[config.mk]
export PLATFORM = sky130hd
export DESIGN_NAME = bsc_press
export DESIGN_NICKNAME = d
export VERILOG_FILES = /design/src/bsc_pkg.sv /design/src/bsc_press.sv
export SDC_FILE = /design/constraint.sdc
export NUM_CORES = 2
export LEC_CHECK = 0
export BUFFER_PORTS_ARGS = -buffer_cell sky130_fd_sc_hd__buf_2
export CORE_UTILIZATION = 55
export CTS_BUF_LIST = sky130_fd_sc_hd__clkbuf_8 sky130_fd_sc_hd__clkbuf_16
export CTS_CLUSTER_DIAMETER = 80
export CTS_CLUSTER_SIZE = 25
export DETAILED_ROUTE_END_ITERATION = 16
export MAX_ROUTING_LAYER = met4
export PLACE_DENSITY = 0.72
export SKIP_CTS_REPAIR_TIMING = 1
export SLEW_MARGIN = 25
export SYNTH_ARGS = -nofsm -noshare
export SYNTH_HDL_FRONTEND = slang
export SYNTH_SLANG_ARGS = --single-unit
[constraint.sdc]
create_clock -name clk -period 12.7 [get_ports clk]
set_input_delay 1.27 -clock clk [delete_from_list [all_inputs] [get_ports clk]]
set_output_delay 1.27 -clock clk [all_outputs]
set_load 0.05 [all_outputs]
[src/bsc_pkg.sv]
// ----------------------------------------------------------------------------
// bsc_pkg
// Shared types and constants for the barometer compensation pipeline.
// ----------------------------------------------------------------------------
package bsc_pkg;

  // register indexes on the configuration port
  localparam logic [2:0] REG_C1 = 3'd0;
  localparam logic [2:0] REG_C2 = 3'd1;
  localparam logic [2:0] REG_C3 = 3'd2;
  localparam logic [2:0] REG_C4 = 3'd3;
  localparam logic [2:0] REG_C5 = 3'd4;
  localparam logic [2:0] REG_C6 = 3'd5;

  // temperature break points in hundredths of a degree
  localparam int TEMP_REF  = 2000;
  localparam int TEMP_COLD = -1500;
  localparam int COLD_OFS  = TEMP_REF - TEMP_COLD;

  // output saturation limits
  localparam int TEMP_MAX  = 140000;
  localparam int TEMP_MIN  = -140000;
  localparam int PRESS_MAX = 67108863;
  localparam int PRESS_MIN = -67108864;

  // factory coefficients
  typedef struct packed {
    logic [15:0] c1;
    logic [15:0] c2;
    logic [15:0] c3;
    logic [15:0] c4;
    logic [15:0] c5;
    logic [15:0] c6;
  } coef_t;

  // first-order results
  typedef struct packed {
    logic        [23:0] d1;
    logic signed [18:0] q;      // temp minus reference, first order
    logic        [17:0] t2;     // dt squared over 2^31
    logic signed [35:0] off1;
    logic signed [34:0] sens1;
  } front_t;

  // second-order corrected results
  typedef struct packed {
    logic        [23:0] d1;
    logic signed [39:0] off;
    logic signed [39:0] sens;
    logic signed [18:0] temp;   // already saturated
  } corr_t;

endpackage

[src/bsc_press.sv]
// ----------------------------------------------------------------------------
// bsc_press
// Pressure stages: D1 times sensitivity as two partial products, the
// 64-bit sum, offset removal and saturation into the output register.
// ----------------------------------------------------------------------------
module bsc_press import bsc_pkg::*; (
  input  logic               clk,
  input  logic               rst,
  input  logic               in_valid,
  output logic               in_ready,
  input  corr_t              in_data,
  output logic               out_valid,
  input  logic               out_ready,
  output logic signed [18:0] temperature_centi,
  output logic signed [26:0] pressure_pa
);

  logic [3:0] vld;
  logic [3:0] adv;

  // stage 1 registers
  logic        [43:0] lo_a;
  logic signed [44:0] hi_a;
  logic signed [39:0] off_a;
  logic signed [18:0] temp_a;
  // stage 2 registers
  logic signed [42:0] ps_b;
  logic signed [39:0] off_b;
  logic signed [18:0] temp_b;
  // stage 3 registers
  logic signed [28:0] xp_c;
  logic signed [18:0] temp_c;

  logic        [63:0] prod;
  logic signed [43:0] x_n;

  // stage advance chain
  always_comb begin
    adv[3] = !vld[3] || out_ready;
    adv[2] = !vld[2] || adv[3];
    adv[1] = !vld[1] || adv[2];
    adv[0] = !vld[0] || adv[1];
  end

  assign in_ready  = adv[0];
  assign out_valid = vld[3];

  // valid bits
  always_ff @(posedge clk) begin
    if (rst) begin
      vld <= '0;
    end else begin
      if (adv[0]) vld[0] <= in_valid;
      if (adv[1]) vld[1] <= vld[0];
      if (adv[2]) vld[2] <= vld[1];
      if (adv[3]) vld[3] <= vld[2];
    end
  end

  // stage 1: partial products over low and high halves of sensitivity
  always_ff @(posedge clk) begin
    if (adv[0]) begin
      lo_a   <= in_data.d1 * in_data.sens[19:0];
      hi_a   <= $signed({1'b0, in_data.d1}) * $signed(in_data.sens[39:20]);
      off_a  <= in_data.off;
      temp_a <= in_data.temp;
    end
  end

  // full product, only the part from bit 21 upward is kept
  assign prod = {hi_a[43:0], 20'b0} + {20'b0, lo_a};

  // stage 2
  always_ff @(posedge clk) begin
    if (adv[1]) begin
      ps_b   <= $signed(prod[63:21]);
      off_b  <= off_a;
      temp_b <= temp_a;
    end
  end

  assign x_n = 44'(ps_b) - 44'(off_b);

  // stage 3: remove offset, floor shift by 15
  always_ff @(posedge clk) begin
    if (adv[2]) begin
      xp_c   <= $signed(x_n[43:15]);
      temp_c <= temp_b;
    end
  end

  // stage 4: saturate into the output register
  always_ff @(posedge clk) begin
    if (adv[3]) begin
      temperature_centi <= temp_c;
      if (xp_c > 29'(PRESS_MAX)) begin
        pressure_pa <= 27'(PRESS_MAX);
      end else if (xp_c < 29'(PRESS_MIN)) begin
        pressure_pa <= 27'(PRESS_MIN);
      end else begin
        pressure_pa <= xp_c[26:0];
      end
    end
  end

endmodule

Yosys cells after proc, flatten, opt, wreduce, memory -nomap -nowiden
Cells that the tools add are included.
- flip-flop bits (word level): 347
- input port bits: 127
- output and inout bits: 48
- $add $sub $neg: 2
- multiply operators: 2
- magnitude comparators: 2
- mux-type cells: 1
- reduce and logical (&&, ||, !) cells: 8
- operators by type and width (operator ; number):
    $add A64 B44 Y64 ; 1
    $mul A24 B20 Y44 ; 1
    $mul A25 B20 Y44 ; 1
    $sub A43 B40 Y44 ; 1
    $gt A29 B27 Y1 const B ; 1
    $lt A29 B27 Y1 const B ; 1
    $mux W27 ; 1
    $logic_not A1 Y1 ; 4
    $logic_or A1 B1 Y1 ; 4

Logic depth before layout (Yosys ltp)
- depth after elaboration: 5
- mapped depth: 26

Worst setup path before layout
Ideal clock, no wire load.
- path type: in2reg
- from: input port in_data[41] (netlist name)
- to: register hi_a[42], data pin
- setup time: 0.258 ns
- arrival: 7.347 ns
- required time: 12.442 ns
- slack: 5.096 ns
- stages on the path: 25
- cells stage by stage: clkbuf_1 > and2_1 > fa_1 > fa_1 > inv_1 > fa_1 > inv_1 > fa_1 > inv_1 > fa_1 > inv_1 > fa_1 > inv_1 > fa_1 > inv_1 > ha_1 > nor3_1 > nor4b_1 > o311ai_1 > a31oi_1 > o41ai_2 > o31ai_1 > a211o_1 > a41oi_2 > xnor2_1
- word-level cells in the longest chain between the ends: 1
- RTL lines (item ; line ; source):
    start, declared ; bsc_press.sv:11 ; input corr_t in_data,
    $mul A25 B20 Y44 ; bsc_press.sv:64 ; hi_a <= $signed({1'b0, in_data.d1}) * $signed(in_data.sens[39:20]);
    end signal, assigned ; bsc_press.sv:64 ;
    end, declared ; bsc_press.sv:23 ; logic signed [44:0] hi_a;
Every way passes these cells.
A chain may end at the register's enable or synchronous reset.

Final worst setup path
- from: input port in_data[107] (netlist name)
- to: register hi_a[42], data pin
The elaborated chain is that of the path after synthesis.

==> metrics.cfg <==
[run_status]
status=finished, final reports clean

[layout]
drive_gt1_frac=0.0561
fin_cells=5518
fillers=6868
area_delta_synth_final_pct=4.86
nets=5756

[global_routing]
grt_start_max_net_pins=73
grt_pass1_wl_um=171000
grt_pass1_vias=32300
grt_antenna_before_repair=0
grt_use_total=0.273
gr-total-overflow=0

[routing]
vias_per_cell=5.46
totalWireLength_um=105000
drt_iter0_drc=1924
drc_errors=0
vias=30100
drt-wirelength-per-cell_um=19.0
ant_nets=0
drt_pass1_iterations=6

[cts]
cts_tree=yes
clock_latency_ns=0.55
cts_root_buf=clkbuf_16
clk_pin_slew_ns=0.10
clk_path_buf_depth=3
numCtsBuffers=18
h-tree-depth=1
clkSinkCount=327

[worst_setup_path]
start_kind=input port
arrival_ns=8.45
critPathCaptureType=flop
critPathMaxFanout=40
worstSetupPathType=in2reg
required_ns=13.01

[sta]
slew-limit-headroom=0.333
fin_setup_tns_ns=0
finalSetupViolations=0
finalHoldViolCount=0
rsz0062_at_grt=no
skew_ns=0.0469
maxSlewViolCount=0
clock.fmax_mhz=123
fin_crit_sh=0.642
tightest_slew_ns=1.00
finalWorstPathRequiredPeriod_ns=8.15

[logic_synthesis]
synthAdderAreaFrac=0.461
ys_warn_count=0
synthXorXnorAreaFrac=0.0264
synth_edf_count=323
ys_seq_area_frac=0.219
synth_cell_types=69
yosysTopAreaCell=fa_1
synth_area_leaders=fa_1, edfxtp_1, ha_1
syn_area_um2=44700
ys_ff_latch=327
synth_top_family_by_area=adder cells
muxShareOfSynthArea=0.000252
synthSimpleGateAreaFrac=0.143
synth_commonest_cells=inv_1, fa_1, nand2_1
synthFlopType=edfxtp_1
syn_inst=4434
netlist.area_leader.share=0.352
syn_nets=5738
synthArstFlopShare=0
synth-compound-area-share=0.0558
synth_area_per_cell_um2=10.1
yosysMostFrequentCell=inv_1

[die]
io_pins=175
rows=104
die_area_um2=82400
core-area_um2=80400
die_h_um=287
die_width_um=287
start_util=0.556

[place]
gp_congestion=0.918
placed_cells=5492
dp_hpwl_um=80300
io_buffers=174

[worst_hold_path]
hp-class=reg2reg

[run]
cap_violations=0

[critical path, stage by stage]
cell      delay (ns)
buf_2           0.71
nand2_1         0.15
fa_1            0.51
fa_1            0.48
fa_1            0.54
inv_1           0.05
fa_1            0.56
fa_1            0.43
fa_1            0.51
inv_1           0.06
fa_1            0.47
inv_1           0.04
ha_1            0.37
a21oi_2         0.25
a21boi_0        0.20
o311ai_1        0.30
a31oi_1         0.13
o41ai_2         0.53
o31ai_1         0.21
a211o_1         0.36
a41oi_2         0.23
xnor2_1         0.09
[area by class of cell]
class	count	area [um2]	share of cell area
multi-input cells	2983	30700	0.655
flip-flops and latches	327	9780	0.209
inverters	924	3470	0.0740
well taps	1060	1330	0.0283
repair buffers	198	1050	0.0224
clock buffers	18	450	0.00961
clock inverters	7	86.3	0.00184
diodes	1	2.50	0.0000534
[cells by family after synthesis]
group | Yosys count
and+or+nand+nor | 1295
xor gates and xnor gates | 135
muxes | 1
buffers and inverters | 1124
AOI/OAI and AO/OA | 375
DFF | 327
adders and majority gates | 1177
[placed cells by master, fill, tap and decap left out, types with 4 or more instances in the layout]
master	instances
nor3_1	19
nand3_1	39
o211ai_1	5
or2_2	4
buf_2	174
a311oi_1	4
a211oi_1	8
nor2b_1	19
a21oi_1	117
inv_1	925
a31o_2	4
a31oi_1	15
nand4_1	18
o21ai_0	53
nand2b_1	26
edfxtp_1	323
a21boi_0	5
and4_1	6
o2111ai_1	5
or3_1	4
buf_4	24
and2_1	462
and3_1	17
xnor2_1	86
nor2_1	62
a211o_1	6
clkbuf_16	18
o21bai_1	13
ha_1	392
o21a_1	17
o21ai_1	4
a21o_1	81
nand2_1	607
fa_1	785
dfxtp_1	4
xor2_1	49
[state kept, by name, summed over array words and instances, names as in the netlist]
register,cells
xp_c,29
ps_b,43
temp_c,19
off_a,40
temperature_centi,19
hi_a,44
vld,4
temp_b,19
temp_a,19
off_b,40
lo_a,24
pressure_pa,27
[path summary, 6_finish.rpt]
kind / end / depth (start not counted) / from / slack, ns
setup / recovery: hi_a[42] / 22 / in_data[107] / 4.55
hold / removal: off_b[0] / 0 / off_a[0] / 0.41
setup reg to reg: ps_b[39] / 11 / lo_a[21] / 9.25
hold reg to reg: off_b[0] / 0 / off_a[0] / 0.41
[through the flow]
stage / hold WS (ns) / setup slack (ns) / instance area (um2) / util
2_1_floorplan: 0.400 / 5.10 / 44700 / -
3_3_place_gp: 0.400 / 4.07 / 46300 / 0.576
3_5_place_dp: 0.405 / 4.01 / 46300 / 0.576
4_1_cts: 0.411 / 4.60 / 46900 / 0.583
5_1_grt: 0.425 / 4.20 / 46900 / 0.583
6_report: 0.411 / 4.55 / 46900 / 0.583
[per-layer routing]
layer	part of all wire	up-vias	routed length (um)	GRT usage
li1	-	13600	-	-
met1	0.43	15200	44500	0.367
met2	0.47	1140	49200	0.438
met3	0.079	181	8320	0.0371
met4	0.025	0	2650	0.0694
met5	0	-	0	-
Power is left out: the tool's default activity adds up to more than one toggle a clock period on the data nets, which glitch-free logic cannot reach.
