<file path="src/bsc_pkg.sv">
// ----------------------------------------------------------------------------
// bsc_pkg
// Shared types and constants for the barometer compensation pipeline.
// ----------------------------------------------------------------------------
package bsc_pkg;

  // register indexes on the configuration port
  localparam logic [2:0] REG_C1 = 3'd0;
  localparam logic [2:0] REG_C2 = 3'd1;
  localparam logic [2:0] REG_C3 = 3'd2;
  localparam logic [2:0] REG_C4 = 3'd3;
  localparam logic [2:0] REG_C5 = 3'd4;
  localparam logic [2:0] REG_C6 = 3'd5;

  // temperature break points in hundredths of a degree
  localparam int TEMP_REF  = 2000;
  localparam int TEMP_COLD = -1500;
  localparam int COLD_OFS  = TEMP_REF - TEMP_COLD;

  // output saturation limits
  localparam int TEMP_MAX  = 140000;
  localparam int TEMP_MIN  = -140000;
  localparam int PRESS_MAX = 67108863;
  localparam int PRESS_MIN = -67108864;

  // factory coefficients
  typedef struct packed {
    logic [15:0] c1;
    logic [15:0] c2;
    logic [15:0] c3;
    logic [15:0] c4;
    logic [15:0] c5;
    logic [15:0] c6;
  } coef_t;

  // first-order results
  typedef struct packed {
    logic        [23:0] d1;
    logic signed [18:0] q;      // temp minus reference, first order
    logic        [17:0] t2;     // dt squared over 2^31
    logic signed [35:0] off1;
    logic signed [34:0] sens1;
  } front_t;

  // second-order corrected results
  typedef struct packed {
    logic        [23:0] d1;
    logic signed [39:0] off;
    logic signed [39:0] sens;
    logic signed [18:0] temp;   // already saturated
  } corr_t;

endpackage

</file>
<file path="src/bsc_front.sv">
// ----------------------------------------------------------------------------
// bsc_front
// First-order stages: dT, the three coefficient products and dT squared,
// then temperature, offset and sensitivity.
// ----------------------------------------------------------------------------
module bsc_front import bsc_pkg::*; (
  input  logic        clk,
  input  logic        rst,
  input  coef_t       coef,
  input  logic        in_valid,
  output logic        in_ready,
  input  logic [23:0] press_raw,
  input  logic [23:0] temp_raw,
  output logic        out_valid,
  input  logic        out_ready,
  output front_t      out_data
);

  logic [2:0] vld;
  logic [2:0] adv;

  // stage 1 registers
  logic        [23:0] d1_a;
  logic signed [24:0] dt_a;
  // stage 2 registers
  logic        [23:0] d1_b;
  logic signed [41:0] p6_b;
  logic signed [41:0] p4_b;
  logic signed [41:0] p3_b;
  logic signed [49:0] sq_b;

  // stage advance chain
  always_comb begin
    adv[2] = !vld[2] || out_ready;
    adv[1] = !vld[1] || adv[2];
    adv[0] = !vld[0] || adv[1];
  end

  assign in_ready  = adv[0];
  assign out_valid = vld[2];

  // valid bits
  always_ff @(posedge clk) begin
    if (rst) begin
      vld <= '0;
    end else begin
      if (adv[0]) vld[0] <= in_valid;
      if (adv[1]) vld[1] <= vld[0];
      if (adv[2]) vld[2] <= vld[1];
    end
  end

  // stage 1: dt against shifted reference temperature
  always_ff @(posedge clk) begin
    if (adv[0]) begin
      d1_a <= press_raw;
      dt_a <= $signed({1'b0, temp_raw}) - $signed({1'b0, coef.c5, 8'b0});
    end
  end

  // stage 2: coefficient products and dt squared
  always_ff @(posedge clk) begin
    if (adv[1]) begin
      d1_b <= d1_a;
      p6_b <= dt_a * $signed({1'b0, coef.c6});
      p4_b <= dt_a * $signed({1'b0, coef.c4});
      p3_b <= dt_a * $signed({1'b0, coef.c3});
      sq_b <= dt_a * dt_a;
    end
  end

  // stage 3: scale products into temp, offset and sensitivity
  always_ff @(posedge clk) begin
    if (adv[2]) begin
      out_data.d1    <= d1_b;
      out_data.q     <= $signed(p6_b[41:23]);
      out_data.t2    <= sq_b[48:31];
      out_data.off1  <= $signed({3'b0, coef.c2, 16'b0}) + $signed(p4_b[41:7]);
      out_data.sens1 <= $signed({4'b0, coef.c1, 15'b0}) + $signed(p3_b[41:8]);
    end
  end

endmodule

</file>
<file path="config.mk">
export PLATFORM = sky130hd
export DESIGN_NAME = bsc_front
export DESIGN_NICKNAME = d
export VERILOG_FILES = /design/src/bsc_pkg.sv /design/src/bsc_front.sv
export SDC_FILE = /design/constraint.sdc
export NUM_CORES = 2
export LEC_CHECK = 0
export BUFFER_PORTS_ARGS = -buffer_cell sky130_fd_sc_hd__buf_4
export CAP_MARGIN = 40
export CORE_UTILIZATION = 40
export CTS_CLUSTER_SIZE = 14
export DETAILED_ROUTE_END_ITERATION = 10
export PLACE_DENSITY_LB_ADDON = 0.15
export REMOVE_ABC_BUFFERS = 1
export SETUP_SLACK_MARGIN = 0.4
export SYNTH_ARGS = -nofsm -noshare
export SYNTH_HDL_FRONTEND = slang
export SYNTH_SLANG_ARGS = --single-unit
</file>
<file path="constraint.sdc">
create_clock -name clk -period 9.55 [get_ports clk]
set_clock_uncertainty 0.05 [all_clocks]
set_input_delay 0.955 -clock clk [delete_from_list [all_inputs] [get_ports clk]]
set_output_delay 0.955 -clock clk [all_outputs]
set_load 0.05 [all_outputs]
</file>
-- After elaboration in Yosys (flattened, before gate mapping)
Index checks and enable logic that the tools add are counted.
- bits in registers: 383
- bits in latches: 0
- memory bits (writable): 0
- memory bits (read-only): 0
- memories kept: 0
- add/subtract/negate cells: 3
- $mul: 4
- divide/modulo/power cells: 0
- $lt $le $gt $ge: 0
- eq/ne operators: 0
- shift-type cells: 0
- multiplexer cells: 0
- bitwise gates (word level): 0
- reduce and logical (&&, ||, !) cells: 6
- operators by type and width (cell ; count):
    25-bit by 17-bit multiplier with 42-bit output ; 3
    25-bit by 25-bit multiplier with 49-bit output ; 1
    33-bit by 35-bit adder with 36-bit output ; 1
    32-bit by 34-bit adder with 35-bit output ; 1
    24-bit by 24-bit subtractor with 25-bit output ; 1
    1-bit zero test ; 3
    1-bit logical OR ; 3

-- Logic depth before layout (Yosys ltp)
- word-level depth: 4
- mapped depth: 29

-- Least setup slack after synthesis
OpenSTA, ideal clock, no wires.
- path type: flip-flop to flip-flop
- start: register dt_a[3]
- end: register sq_b[48] (data pin)
- setup time: 260 ps
- arrival time: 7073 ps
- path slack: 2167 ps
- stages on the path, launching flop included: 30
- buffers on the path: 3
- clock period less this slack: 7383 ps
- cells stage by stage: edfxtp_1 clkbuf_1 clkbuf_1 clkbuf_1 nand2_1 fa_1 inv_1 fa_1 inv_1 fa_1 inv_1 fa_1 inv_1 fa_1 inv_1 fa_1 inv_1 fa_1 inv_1 ha_1 nand2_1 nor3_1 a2111oi_0 a21oi_1 o31a_1 a21o_1 a211oi_1 o31ai_1 a21oi_1 xnor2_1
- longest elaborated chain between the ends: 1
- ends and longest elaborated chain (what ; RTL line ; text):
    from (decl) ; bsc_front.sv:24 ; logic signed [24:0] dt_a;
    from (signal assigned) ; bsc_front.sv:57 ; dt_a <= $signed({1'b0, temp_raw}) - $signed({1'b0, coef.c5, 8'b0});
    25-bit by 25-bit multiplier with 49-bit output ; bsc_front.sv:68 ; sq_b <= dt_a * dt_a;
    to (signal assigned) ; bsc_front.sv:68 ;
    to (decl) ; bsc_front.sv:30 ; logic signed [49:0] sq_b;
No other way between the ends.
A chain may end at the register's enable or synchronous reset.

-- Worst setup path in the final report
- start: register dt_a[10]
- end: register p4_b[41] (data pin)
- longest elaborated chain between the ends: 1
- ends and longest elaborated chain (what ; RTL line ; text):
    25-bit by 17-bit multiplier with 42-bit output ; bsc_front.sv:66 ; p4_b <= dt_a * $signed({1'b0, coef.c4});
    to (signal assigned) ; bsc_front.sv:66 ;
    to (decl) ; bsc_front.sv:28 ; logic signed [41:0] p4_b;
No other way between the ends.

==> out/metrics.yaml <==
run_status:
  outcome: "finished clean"
die:
  die_h_um: 427
  io_pins: 282
  die-area_sq_um: 183000
  initial_utilization_pct: 40.4
  die_x_um: 427
  row_count: 155
  coreArea_sq_um: 179000
cts:
  cts_buffer_depth: 3
  cts_resized: 0
  cts.sinks: 314
  tritoncts: "built"
  cts_hold_buf: 0
  root_buffer: "clkbuf_16"
  cts_buffers: 45
  htree_levels: 2
  cts_setup_buffers: 0
  clk_pin_slew_ns: 0.07
  insertion_delay_ns: 0.69
setup_path:
  criticalPathCategory: "flip-flop to flip-flop"
  cp-start-kind: "flip-flop"
  path_cells: "buf_4 -> nand2_1 -> fa_1 -> inv_1 -> fa_1 -> inv_1 -> fa_1 -> fa_1 -> inv_1 -> fa_1 -> fa_1 -> ha_1 -> o21ai_0 -> o21bai_1 -> a211oi_1 -> nor2_1 -> o21ai_0 -> a2111oi_2 -> o21ai_2 -> a31oi_4 -> mux2i_1 -> nand4_1"
  worst_r2r_endpoint: "p4_b[41]"
  cp_num_buf_inv: 4
  cp-end-kind: "flip-flop"
  crit_top_cell: "fa_1"
  cp_max_fo: 35
  cp.arrival_ns: 8.44
  timing.rr.start: "dt_a[10]"
  reg2reg_depth: 22
  slowest_delay_ns: 0.82
  crit_path_top_delay_cell: "edfxtp_1"
  crit_family: "adder cells"
  critPathCapture: "p4_b[41]"
  worstSetupStartpoint: "dt_a[10]"
  critical_path_depth: 22
  critPathRequiredTime_ns: 9.91
  r2r_setup_slack_ns: 1.47
placed_design:
  hpwlAfterDp_mm: 142
  io_buffers: 281
  gp_congestion: 0.834
sta:
  slew_viol_final: 0
  post-route-min-period_ns: 8.08
  slew_headroom_pct: 41.2
  rsz0062_at_grt: "false"
  max_freq_mhz: 124
  worst_pin_slew_ns: 0.882
  setup_tns_ns: 0
  period_share_pct: 84.7
  hold_violations: 0
  setup_viol: 0
global_routing:
  grt_antenna_before_repair: 10
  met3_usage_pct: 2.54
  grt_max_degree: 76
  overflow: 0
  grt_first_pass_wirelength_mm: 291
  grtUsageMet1_pct: 27.9
  grt_util_all_layers_pct: 20.6
  grt_pass1_vias: 52724
  grtUsageMet2_pct: 34.9
  busiest_layer: "met2"
synth:
  synthTopCellsByArea: "fa_1, edfxtp_1, inv_1, ha_1, and2_1"
  ys_ff_latch: 314
  post-synth-top-area-cell: "fa_1"
  syn-cell-area_sq_um: 72300
  ys_seq_area_share_pct: 13.0
  synth_top_area_share_pct: 48.9
  async_reset_ff_share_pct: 0
  netlist_instances: 7253
  yosys.cell_types.count: 72
  synth_flop_cell: "edfxtp_1"
  synth_edf_count: 311
  avgSynthCellArea_sq_um: 9.97
  ys_warn_count: 0
route:
  drc: 0
  vias: 46785
  routed_wl_mm: 178
  wl_per_cell_um: 18.3
  firstDrtPassIters: 5
  viasPerCell: 4.81
  drt_iter0_drc: 2093
  ant_nets: 0
cells_and_area:
  most-common-layout-cells: "inv_1, fa_1, nand2_1, and2_1, ha_1"
  final_layout_size_suffix_gt1_share_pct: 6.17
  final_common_cell: "inv_1"
  syn_to_final_growth_pct: 8.57
  nNetsFinal: 9757
job:
  maxCapViolCount: 0
worst_hold_path:
  hold_class: "flip-flop to flip-flop"
## synth_stat cells, types with 4 or more instances
cell type  count
a2111oi_0      5
a211o_1        4
a211oi_1      17
a21boi_0       6
a21o_1        44
a21oi_1       90
a311oi_1       4
a31o_2         7
a31oi_1        7
and2_1       587
and3_1        16
clkbuf_1     312
edfxtp_1     311
fa_1        1767
ha_1         501
inv_1       2031
nand2_1      947
nand2b_1      18
nand3_1       17
nand4_1       13
nor2_1       132
nor2b_1       33
nor3_1        34
nor4_1         4
o21a_1        20
o21ai_0       54
o21bai_1      13
o31ai_1        8
xnor2_1      133
xor2_1        47
## per-layer routing
metal / share of wire [%] / wire, um
met1: 44 / 77300
met2: 49 / 87800
met3: 4.4 / 7750
met4: 2.7 / 4740
met5: 0.025 / 44
## worst register-to-register path, stage by stage (launching register included)
cell and delay [ns]:
edfxtp_1 0.82, buf_4 0.58, nand2_1 0.19, fa_1 0.56, inv_1 0.06, fa_1 0.52
inv_1 0.05, fa_1 0.48, fa_1 0.54, inv_1 0.05, fa_1 0.49, fa_1 0.41
ha_1 0.34, o21ai_0 0.10, o21bai_1 0.22, a211oi_1 0.12, nor2_1 0.39, o21ai_0 0.36
a2111oi_2 0.80, o21ai_2 0.21, a31oi_4 0.22, mux2i_1 0.21, nand4_1 0.08
## area by class of cell
type                       count  area, sq um
tap                         2355         2950
fill                       17401       100000
antenna                        3         7.51
clock buffer                  51         1150
inverter                    2031         7630
sequential                   314         9400
clock inverter                31          358
timing repair buffer         354         2900
multi-input combinational   4595        54100
## sequential cells by signal, summed over array words and instances, names as in the netlist
signal	cells
out_data	132
p4_b	35
p3_b	34
dt_a	25
d1_a	24
d1_b	24
p6_b	19
sq_b	18
vld	3
## per-stage QoR
| stage | setup slack (ns) | hold slack [ns] | instance area (sq um) | cells | utilization (%) |
|---|---|---|---|---|---|
| floorplan | 1.76 | 0.350 | 71200 | 6940 | - |
| global placement | 1.51 | 0.351 | 76800 | 9638 | 42.9 |
| detailed placement | 1.45 | 0.355 | 77000 | 9648 | 43.0 |
| CTS | 1.48 | 0.344 | 78500 | 9730 | 43.9 |
| global route | 1.05 | 0.356 | 78500 | 9731 | 43.9 |
| finish | 1.47 | 0.354 | 78500 | 9734 | 43.9 |
## how the worst min path moves through the flow
stage          slack, ns             to   startpoint  depth (start not counted)
2_1_floorplan       0.35        d1_b[0]      d1_a[0]                          0
3_3_place_gp        0.35    out_data[1]      p3_b[9]                          0
3_5_place_dp        0.35  out_data[101]     p6_b[35]                          0
4_1_cts             0.34        dt_a[0]  temp_raw[0]                          1
5_1_grt             0.36   out_data[43]     p4_b[15]                          0
6_report            0.35   out_data[43]     p4_b[15]                          0
## cell families after synthesis
| family | after synthesis | synth area share, % |
|---|---|---|
| AO/OA/AOI/OAI | 321 | 3.03 |
| XOR/XNOR | 180 | 2.18 |
| adder cells (fa/ha/maj) | 2268 | 57.6 |
| buffers and inverters | 2344 | 12.2 |
| flip-flops | 314 | 13.0 |
| multiplexers | 2 | 0.0277 |
| AND/OR/NAND/NOR | 1824 | 12.0 |
Power is not shown: default switching activity piles up to over one toggle a cycle in this logic, so the estimate is an artifact.
