`src/bsc_pkg.sv`:
```
// ----------------------------------------------------------------------------
// bsc_pkg
// Shared types and constants for the barometer compensation pipeline.
// ----------------------------------------------------------------------------
package bsc_pkg;

  // register indexes on the configuration port
  localparam logic [2:0] REG_C1 = 3'd0;
  localparam logic [2:0] REG_C2 = 3'd1;
  localparam logic [2:0] REG_C3 = 3'd2;
  localparam logic [2:0] REG_C4 = 3'd3;
  localparam logic [2:0] REG_C5 = 3'd4;
  localparam logic [2:0] REG_C6 = 3'd5;

  // temperature break points in hundredths of a degree
  localparam int TEMP_REF  = 2000;
  localparam int TEMP_COLD = -1500;
  localparam int COLD_OFS  = TEMP_REF - TEMP_COLD;

  // output saturation limits
  localparam int TEMP_MAX  = 140000;
  localparam int TEMP_MIN  = -140000;
  localparam int PRESS_MAX = 67108863;
  localparam int PRESS_MIN = -67108864;

  // factory coefficients
  typedef struct packed {
    logic [15:0] c1;
    logic [15:0] c2;
    logic [15:0] c3;
    logic [15:0] c4;
    logic [15:0] c5;
    logic [15:0] c6;
  } coef_t;

  // first-order results
  typedef struct packed {
    logic        [23:0] d1;
    logic signed [18:0] q;      // temp minus reference, first order
    logic        [17:0] t2;     // dt squared over 2^31
    logic signed [35:0] off1;
    logic signed [34:0] sens1;
  } front_t;

  // second-order corrected results
  typedef struct packed {
    logic        [23:0] d1;
    logic signed [39:0] off;
    logic signed [39:0] sens;
    logic signed [18:0] temp;   // already saturated
  } corr_t;

endpackage

```
`src/bsc_corr.sv`:
```
// ----------------------------------------------------------------------------
// bsc_corr
// Second-order stages: squares of the temperature distances, the cold and
// very cold correction terms, and the corrected offset, sensitivity and temp.
// ----------------------------------------------------------------------------
module bsc_corr import bsc_pkg::*; (
  input  logic   clk,
  input  logic   rst,
  input  logic   in_valid,
  output logic   in_ready,
  input  front_t in_data,
  output logic   out_valid,
  input  logic   out_ready,
  output corr_t  out_data
);

  logic [2:0] vld;
  logic [2:0] adv;

  // stage 1 registers
  front_t      f_a;
  logic [34:0] a_a;
  logic [34:0] b_a;
  logic        low_a;
  logic        vlow_a;
  // stage 2 registers
  logic        [23:0] d1_b;
  logic signed [35:0] off1_b;
  logic signed [34:0] sens1_b;
  logic        [37:0] off2_b;
  logic        [37:0] sens2_b;
  logic signed [20:0] temp_b;

  // combinational helpers
  logic signed [19:0] qb;
  logic signed [37:0] a_full;
  logic signed [39:0] b_full;
  logic        [37:0] five_a;
  logic        [37:0] seven_b;
  logic        [37:0] eleven_b;
  logic        [37:0] off2_n;
  logic        [37:0] sens2_n;
  logic signed [20:0] temp_n;

  // stage advance chain
  always_comb begin
    adv[2] = !vld[2] || out_ready;
    adv[1] = !vld[1] || adv[2];
    adv[0] = !vld[0] || adv[1];
  end

  assign in_ready  = adv[0];
  assign out_valid = vld[2];

  // valid bits
  always_ff @(posedge clk) begin
    if (rst) begin
      vld <= '0;
    end else begin
      if (adv[0]) vld[0] <= in_valid;
      if (adv[1]) vld[1] <= vld[0];
      if (adv[2]) vld[2] <= vld[1];
    end
  end

  // squares of distance to reference and to the cold point
  always_comb begin
    qb     = 20'(in_data.q) + 20'(COLD_OFS);
    a_full = in_data.q * in_data.q;
    b_full = qb * qb;
  end

  // stage 1
  always_ff @(posedge clk) begin
    if (adv[0]) begin
      f_a    <= in_data;
      a_a    <= a_full[34:0];
      b_a    <= b_full[34:0];
      low_a  <= in_data.q[18];
      vlow_a <= (in_data.q < -19'(COLD_OFS));
    end
  end

  // correction terms by shift and add
  always_comb begin
    five_a   = {3'b0, a_a} + {1'b0, a_a, 2'b0};
    seven_b  = {b_a, 3'b0} - {3'b0, b_a};
    eleven_b = {b_a, 3'b0} + {2'b0, b_a, 1'b0} + {3'b0, b_a};
    off2_n   = '0;
    sens2_n  = '0;
    temp_n   = 21'(f_a.q) + 21'(TEMP_REF);
    if (low_a) begin
      off2_n  = {1'b0, five_a[37:1]};
      sens2_n = {2'b0, five_a[37:2]};
      temp_n  = temp_n - $signed({3'b0, f_a.t2});
      if (vlow_a) begin
        off2_n  = off2_n + seven_b;
        sens2_n = sens2_n + {1'b0, eleven_b[37:1]};
      end
    end
  end

  // stage 2
  always_ff @(posedge clk) begin
    if (adv[1]) begin
      d1_b    <= f_a.d1;
      off1_b  <= f_a.off1;
      sens1_b <= f_a.sens1;
      off2_b  <= off2_n;
      sens2_b <= sens2_n;
      temp_b  <= temp_n;
    end
  end

  // stage 3: apply corrections, saturate temperature
  always_ff @(posedge clk) begin
    if (adv[2]) begin
      out_data.d1   <= d1_b;
      out_data.off  <= 40'(off1_b) - $signed({2'b0, off2_b});
      out_data.sens <= 40'(sens1_b) - $signed({2'b0, sens2_b});
      if (temp_b > 21'(TEMP_MAX)) begin
        out_data.temp <= 19'(TEMP_MAX);
      end else if (temp_b < 21'(TEMP_MIN)) begin
        out_data.temp <= 19'(TEMP_MIN);
      end else begin
        out_data.temp <= temp_b[18:0];
      end
    end
  end

endmodule

```
`config.mk`:
```
export PLATFORM = sky130hd
export DESIGN_NAME = bsc_corr
export DESIGN_NICKNAME = d
export VERILOG_FILES = /design/src/bsc_pkg.sv /design/src/bsc_corr.sv
export SDC_FILE = /design/constraint.sdc
export NUM_CORES = 2
export LEC_CHECK = 0
export BUFFER_PORTS_ARGS = -buffer_cell sky130_fd_sc_hd__buf_2
export CAP_MARGIN = 20
export CORE_MARGIN = 4
export CORE_UTILIZATION = 64
export CTS_BUF_LIST = sky130_fd_sc_hd__clkbuf_16
export CTS_CLUSTER_DIAMETER = 30
export DETAILED_ROUTE_END_ITERATION = 6
export PLACE_DENSITY = 0.93
export RECOVER_POWER = 50
export SLEW_MARGIN = 20
export SYNTH_ARGS = -nofsm -noshare
export SYNTH_HDL_FRONTEND = slang
export SYNTH_SLANG_ARGS = --single-unit
```
`constraint.sdc`:
```
create_clock -name clk -period 18.7 [get_ports clk]
set_input_delay 0.935 -clock clk [delete_from_list [all_inputs] [get_ports clk]]
set_output_delay 0.935 -clock clk [all_outputs]
set_load 0.02 [all_outputs]
```
* Yosys cells after proc, flatten, opt, wreduce, memory -nomap -nowiden
Index checks and enable logic that the tools add are counted.
** Cells by class
- $add $sub $neg :: 11
- Multiply operators :: 2
- $lt $le $gt $ge :: 3
- Multiplexer cells :: 4
- Reduce and logical (&&, ||, !) cells :: 8
** Operators with widths (count)
- 35-bit by 39-bit subtractor with 40-bit output :: 1
- 36-bit by 39-bit subtractor with 40-bit output :: 1
- 35-bit by 37-bit adder with 38-bit output :: 1
- 36-bit by 37-bit adder with 38-bit output :: 1
- 37-bit by 38-bit adder with 38-bit output :: 1
- 38-bit by 35-bit adder with 38-bit output :: 1
- 38-bit by 36-bit adder with 38-bit output :: 1
- 38-bit by 35-bit subtractor with 38-bit output :: 1
- 37-bit 2-to-1 mux :: 1
- 36-bit 2-to-1 mux :: 1
- 19-bit by 19-bit multiplier with 35-bit output :: 1
- 20-bit by 20-bit multiplier with 35-bit output :: 1
- 21-bit by 19-bit > comparator with 1-bit output, second input constant :: 1
- 21-bit by 19-bit less-than comparator with 1-bit output, second input constant :: 1
- 21-bit 2-to-1 mux :: 1
- 20-bit by 19-bit subtractor with 21-bit output :: 1
- 19-bit by 12-bit adder with 20-bit output, second input constant :: 1
- 19-bit by 13-bit adder with 20-bit output, second input constant :: 1
- 19-bit by 13-bit less-than comparator with 1-bit output, second input constant :: 1
- 19-bit 2-to-1 mux :: 1
- 1-bit logical NOT :: 3
- 1-bit logical OR :: 3
- 2-bit AND reduction :: 1
- 2-bit OR reduction :: 1
** Word-level totals
- Register bits after elaboration :: 522
- Input bits :: 136

* Longest topological paths before layout
- Depth in word-level cells :: 4
- Depth in mapped cells :: 37
- Mapped depth without buffers :: 34

* Worst setup path after synthesis
Ideal clock, no wire load.
- Kind :: input-to-reg
- From :: input port in_data[91] (netlist name)
- To :: register b_a[31] (data pin)
- Setup time :: 0.158 ns
- Arrival :: 9.092 ns
- Data required time :: 18.542 ns
- Slack :: 9.450 ns
- Stages :: 36
- Path buffers :: 3
- Path through :: buf_2 -> inv_1 -> buf_1 -> ha_1 -> nor2b_1 -> o21a_1 -> o31ai_1 -> and3_1 -> nor2_1 -> xnor2_2 -> inv_1 -> clkbuf_1 -> nand2_1 -> inv_1 -> fa_1 -> fa_1 -> inv_1 -> fa_1 -> inv_1 -> fa_1 -> inv_1 -> fa_1 -> inv_1 -> fa_1 -> fa_1 -> ha_1 -> a21o_1 -> a21o_1 -> o2111ai_1 -> nand2_1 -> nand3_1 -> a31o_2 -> o21ai_2 -> o41ai_4 -> or4b_1 -> o211ai_1
** On the way
- Longest elaborated chain between the ends :: 2
** RTL lines
- start: declaration :: line bsc_corr.sv:11 : input front_t in_data,
- 19-bit by 13-bit adder with 20-bit output :: line bsc_corr.sv:68 : qb = 20'(in_data.q) + 20'(COLD_OFS);
- 20-bit by 20-bit multiplier with 35-bit output :: line bsc_corr.sv:70 : b_full = qb * qb;
- named net b_full[31] :: line bsc_corr.sv:37 : logic signed [39:0] b_full;
- end signal: assignment :: line bsc_corr.sv:78 : b_a <= b_full[34:0];
- end: declaration :: line bsc_corr.sv:23 : logic [34:0] b_a;
The timed path passes the listed nets, and every way through them passes these cells.
A chain may end at the register's enable or synchronous reset.

* Final worst setup path
- From :: input port in_data[92] (netlist name)
- To :: register b_a[32] (data pin)
The elaborated chain is that of the path after synthesis.

==> summary.md <==
| Metric | Value |
|---|---|
| Outcome | `complete, but fails checks` |
| Failing checks | `capacitance limit, slew limit` |
| Max Clock Freq | `just over 90 MHz` |
| Setup WS pre-CTS | `7.67 ns` |
| Placed cell areas | `0.0564 mm2` |
| GRT met1 Usage | `0.372` |
| CTS clk-pin slew, worst paths | `0.06 ns` |
| Setup CP Type | `input pin to flop` |
| # setup viols final | `0` |
| Slowest Stage Delay on Critical Path | `roughly 0.85 ns` |
| CTS Hold Bufs | `0` |
| Cell with the most instances after synthesis | `inv_1` |
| Post-CTS setup buffers | `0` |
| Critical Path RT | `between 15 and 20 ns` |
| CTS Buf Count | `80` |
| Clk_lat worst skew | `0.64 ns` |
| Critical path endpoint category | `flop` |
| Number of library cell types mapped by synthesis | `96` |
| Die area | `~0.089 mm2` |
| CP Data Arrival Time | `11.15 ns` |
| Post-synth top area share | `0.286` |
| # DRC | `0` |
| Rows | `106` |
| Vias/cell | `5.92` |
| Ys async rst share | `0` |
| I/O Buffers | `260` |
| Via count | `38,900` |
| Post-CTS sizing | `0` |
| DR pass1 iterations | `6` |
| Gr busiest metal | `met2` |
| GPL Wtd Cong | `0.958` |
| Routed WL per cell | `~21 um` |
| Seq cells post-synth | `516` |
| DP HPWL | `105,000 um` |
| Placed insts | `6,406` |
| Clock H-tree levels | `3` |
| DIE WIDTH | `298 um` |
| Tcrit/Tclk final | `0.575` |
| Slew Limit Fails | `636` |
| Clock tree root buffer cell | `clkbuf_16` |
| Vert. Die Dim | `approximately 300 um` |
| IO Pins | `between 200 and 300` |
| Nets@finish | `slightly below 7,000` |
| Cell count after synthesis | `5,147` |
| Syn_area_per_cell | `10.5 um2` |
| Hold Fails Final Rpt | `0` |
| Grt met2 use | `0.542` |
| HP Class | `flop to flop` |
| Longest Clk Path Bufs | `3` |
| Met3 usage | `0.0568` |
| Setup crit start kind | `input pin` |
| RSZ-0062 raised after global routing | `false` |
| Antenna violations before repair | `8` |
| Total Routing Usage GR | `0.309` |
| Maximum Capacitance Violations | `15` |
| Syn Nets | `6,462` |
| Worst-Margin Slew | `5.19 ns` |
| CP most frequent cell | `fa_1` |
| Tmin final | `10.76 ns` |
| CTS tree | `done` |
| Synth area leaders | `edfxtp_1, fa_1, ha_1, inv_1, xnor2_1` |
| Synth Flop Type | `edfxtp_1` |
| Yosys warning total | `0` |
| Max-slew headroom | `-2.48` |
| Vias in the first global route | `42,300` |
| Synth area leader | `edfxtp_1` |
| Crit Path Max Fanout | `19` |
| Starting Density | `0.645` |
| Finished Layout Cells | `6,560` |
| Setup TNS | `0 ns` |
| Design Area, Final | `0.0590 mm2` |
| P&R area growth vs syn | `9.37%` |
| Slowest cell on crit path | `xnor2_1` |
| Post-synthesis sequential area ratio | `0.287` |
| Commonest cells in the netlist | `inv_1, fa_1, edfxtp_1` |
| Core area | `0.0836 mm2` |
| CTS sink count | `516` |
| Largest net degree at the start of global routing | `between 100 and 150` |
| Setup Skew | `0.0344 ns` |
| Final wirelength | `between 100,000 and 150,000 um` |
| Remaining Overflow, GRT | `0` |
| Post-DRT Antenna Nets | `0` |
| First-pass GRT wire length | `218,000 um` |
| DRT iter0 DRCs | `3,062` |
| Post-Syn Area | `0.0539 mm2` |
| Number of flops mapped to enable cells by yosys | `513` |
| Ratio of cells with drive above 1 in the final layout | `0.0661` |
| Worst setup margin | `a little under 8 ns` |
==> sequential cells by signal, indices dropped and copies added, names as in the netlist <==
signal and cells:
d1_b 24, temp_b 21, f_a 132, off2_b 38, sens2_b 38, sens1_b 35
a_a 33, b_a 32, off1_b 36, vlow_a 1, vld 3, out_data 123
==> cells by family (layout without fill, tap and decap cells) <==
kind of cell / Yosys count / in the layout / share of synthesized area
buffers and inverters: 1159 / 1486 / 0.0808
adder cells (fa/ha/maj): 1179 / 1179 / 0.375
AND/OR/NAND/NOR: 1089 / 1089 / 0.0958
multiplexers: 11 / 11 / 0.00216
AO/OA/AOI/OAI: 870 / 870 / 0.106
XOR/XNOR: 322 / 322 / 0.0529
other: 1 / 7 / 0.0000696
flip-flops: 516 / 516 / 0.287
==> per-layer routing <==
| metal | part of all wire | wire [um] |
|---|---|---|
| met2 | 0.50 | 67500 |
| met4 | 0.049 | 6670 |
| met5 | 0.00012 | 16 |
| met3 | 0.088 | 11900 |
| met1 | 0.36 | 49400 |
==> layout make-up <==
type	instances	area (um2)
fill	5521	24600
antenna	6	15.0
inverter	1054	3960
timing repair buffer	284	1300
tap	1080	1350
sequential	516	15500
clock buffer	82	2050
clock inverter	66	731
multi-input combinational	3472	34100
==> worst max-delay path, delay by kind of cell <==
kind | cells | cell delay, ns
compound gates | 7 | 2.28
buf+inv | 7 | 1.77
fa+ha+maj | 9 | 3.76
mux | 1 | 0.18
xor+xnor | 1 | 0.85
simple gates | 7 | 1.34
==> through the flow <==
step | hold WS [ns] | utilization
5_1_grt | 0.414 | 0.705
4_1_cts | 0.410 | 0.708
2_1_floorplan | 0.400 | -
6_report | 0.404 | 0.706
3_3_place_gp | 0.401 | 0.674
3_5_place_dp | 0.405 | 0.674
==> cells in the final DEF (no fill, tap or decap), types with 11 or more instances in the layout <==
cell	netlist	routed
inv_1	1050	1052
fa_1	730	730
edfxtp_1	513	513
ha_1	449	449
nand2_1	323	323
nor2_1	319	319
a21oi_1	275	275
xnor2_1	214	214
o21ai_0	150	150
buf_2	3	140
clkbuf_1	93	129
a21o_1	112	112
xor2_1	104	104
and2_1	97	96
clkbuf_16	0	82
o21a_1	71	71
nor2b_1	66	66
nand2b_1	58	58
nor3_1	55	55
nand3_1	54	54
o21bai_1	33	33
a211oi_1	25	25
nand4_1	20	20
and3_1	18	18
or3_1	17	17
a21boi_0	17	17
inv_6	0	17
or2_2	16	16
buf_4	0	15
o211ai_1	14	14
a211o_1	13	13
a31oi_1	13	13
and4_1	12	12
o31ai_1	11	11
o21ai_1	11	11
==> worst paths after layout <==
check / slack (ns) / end / start / cells past startpoint
max: 7.94 / b_a[32] / in_data[92] / 32
min: 0.40 / off1_b[3] / f_a[38] / 0
max reg2reg: 11.61 / sens2_b[19] / vld[2] / 4
min reg2reg: 0.40 / off1_b[3] / f_a[38] / 0
Power is left out: the tool's default activity adds up to more than one toggle a clock period on the data nets, which glitch-free logic cannot reach.
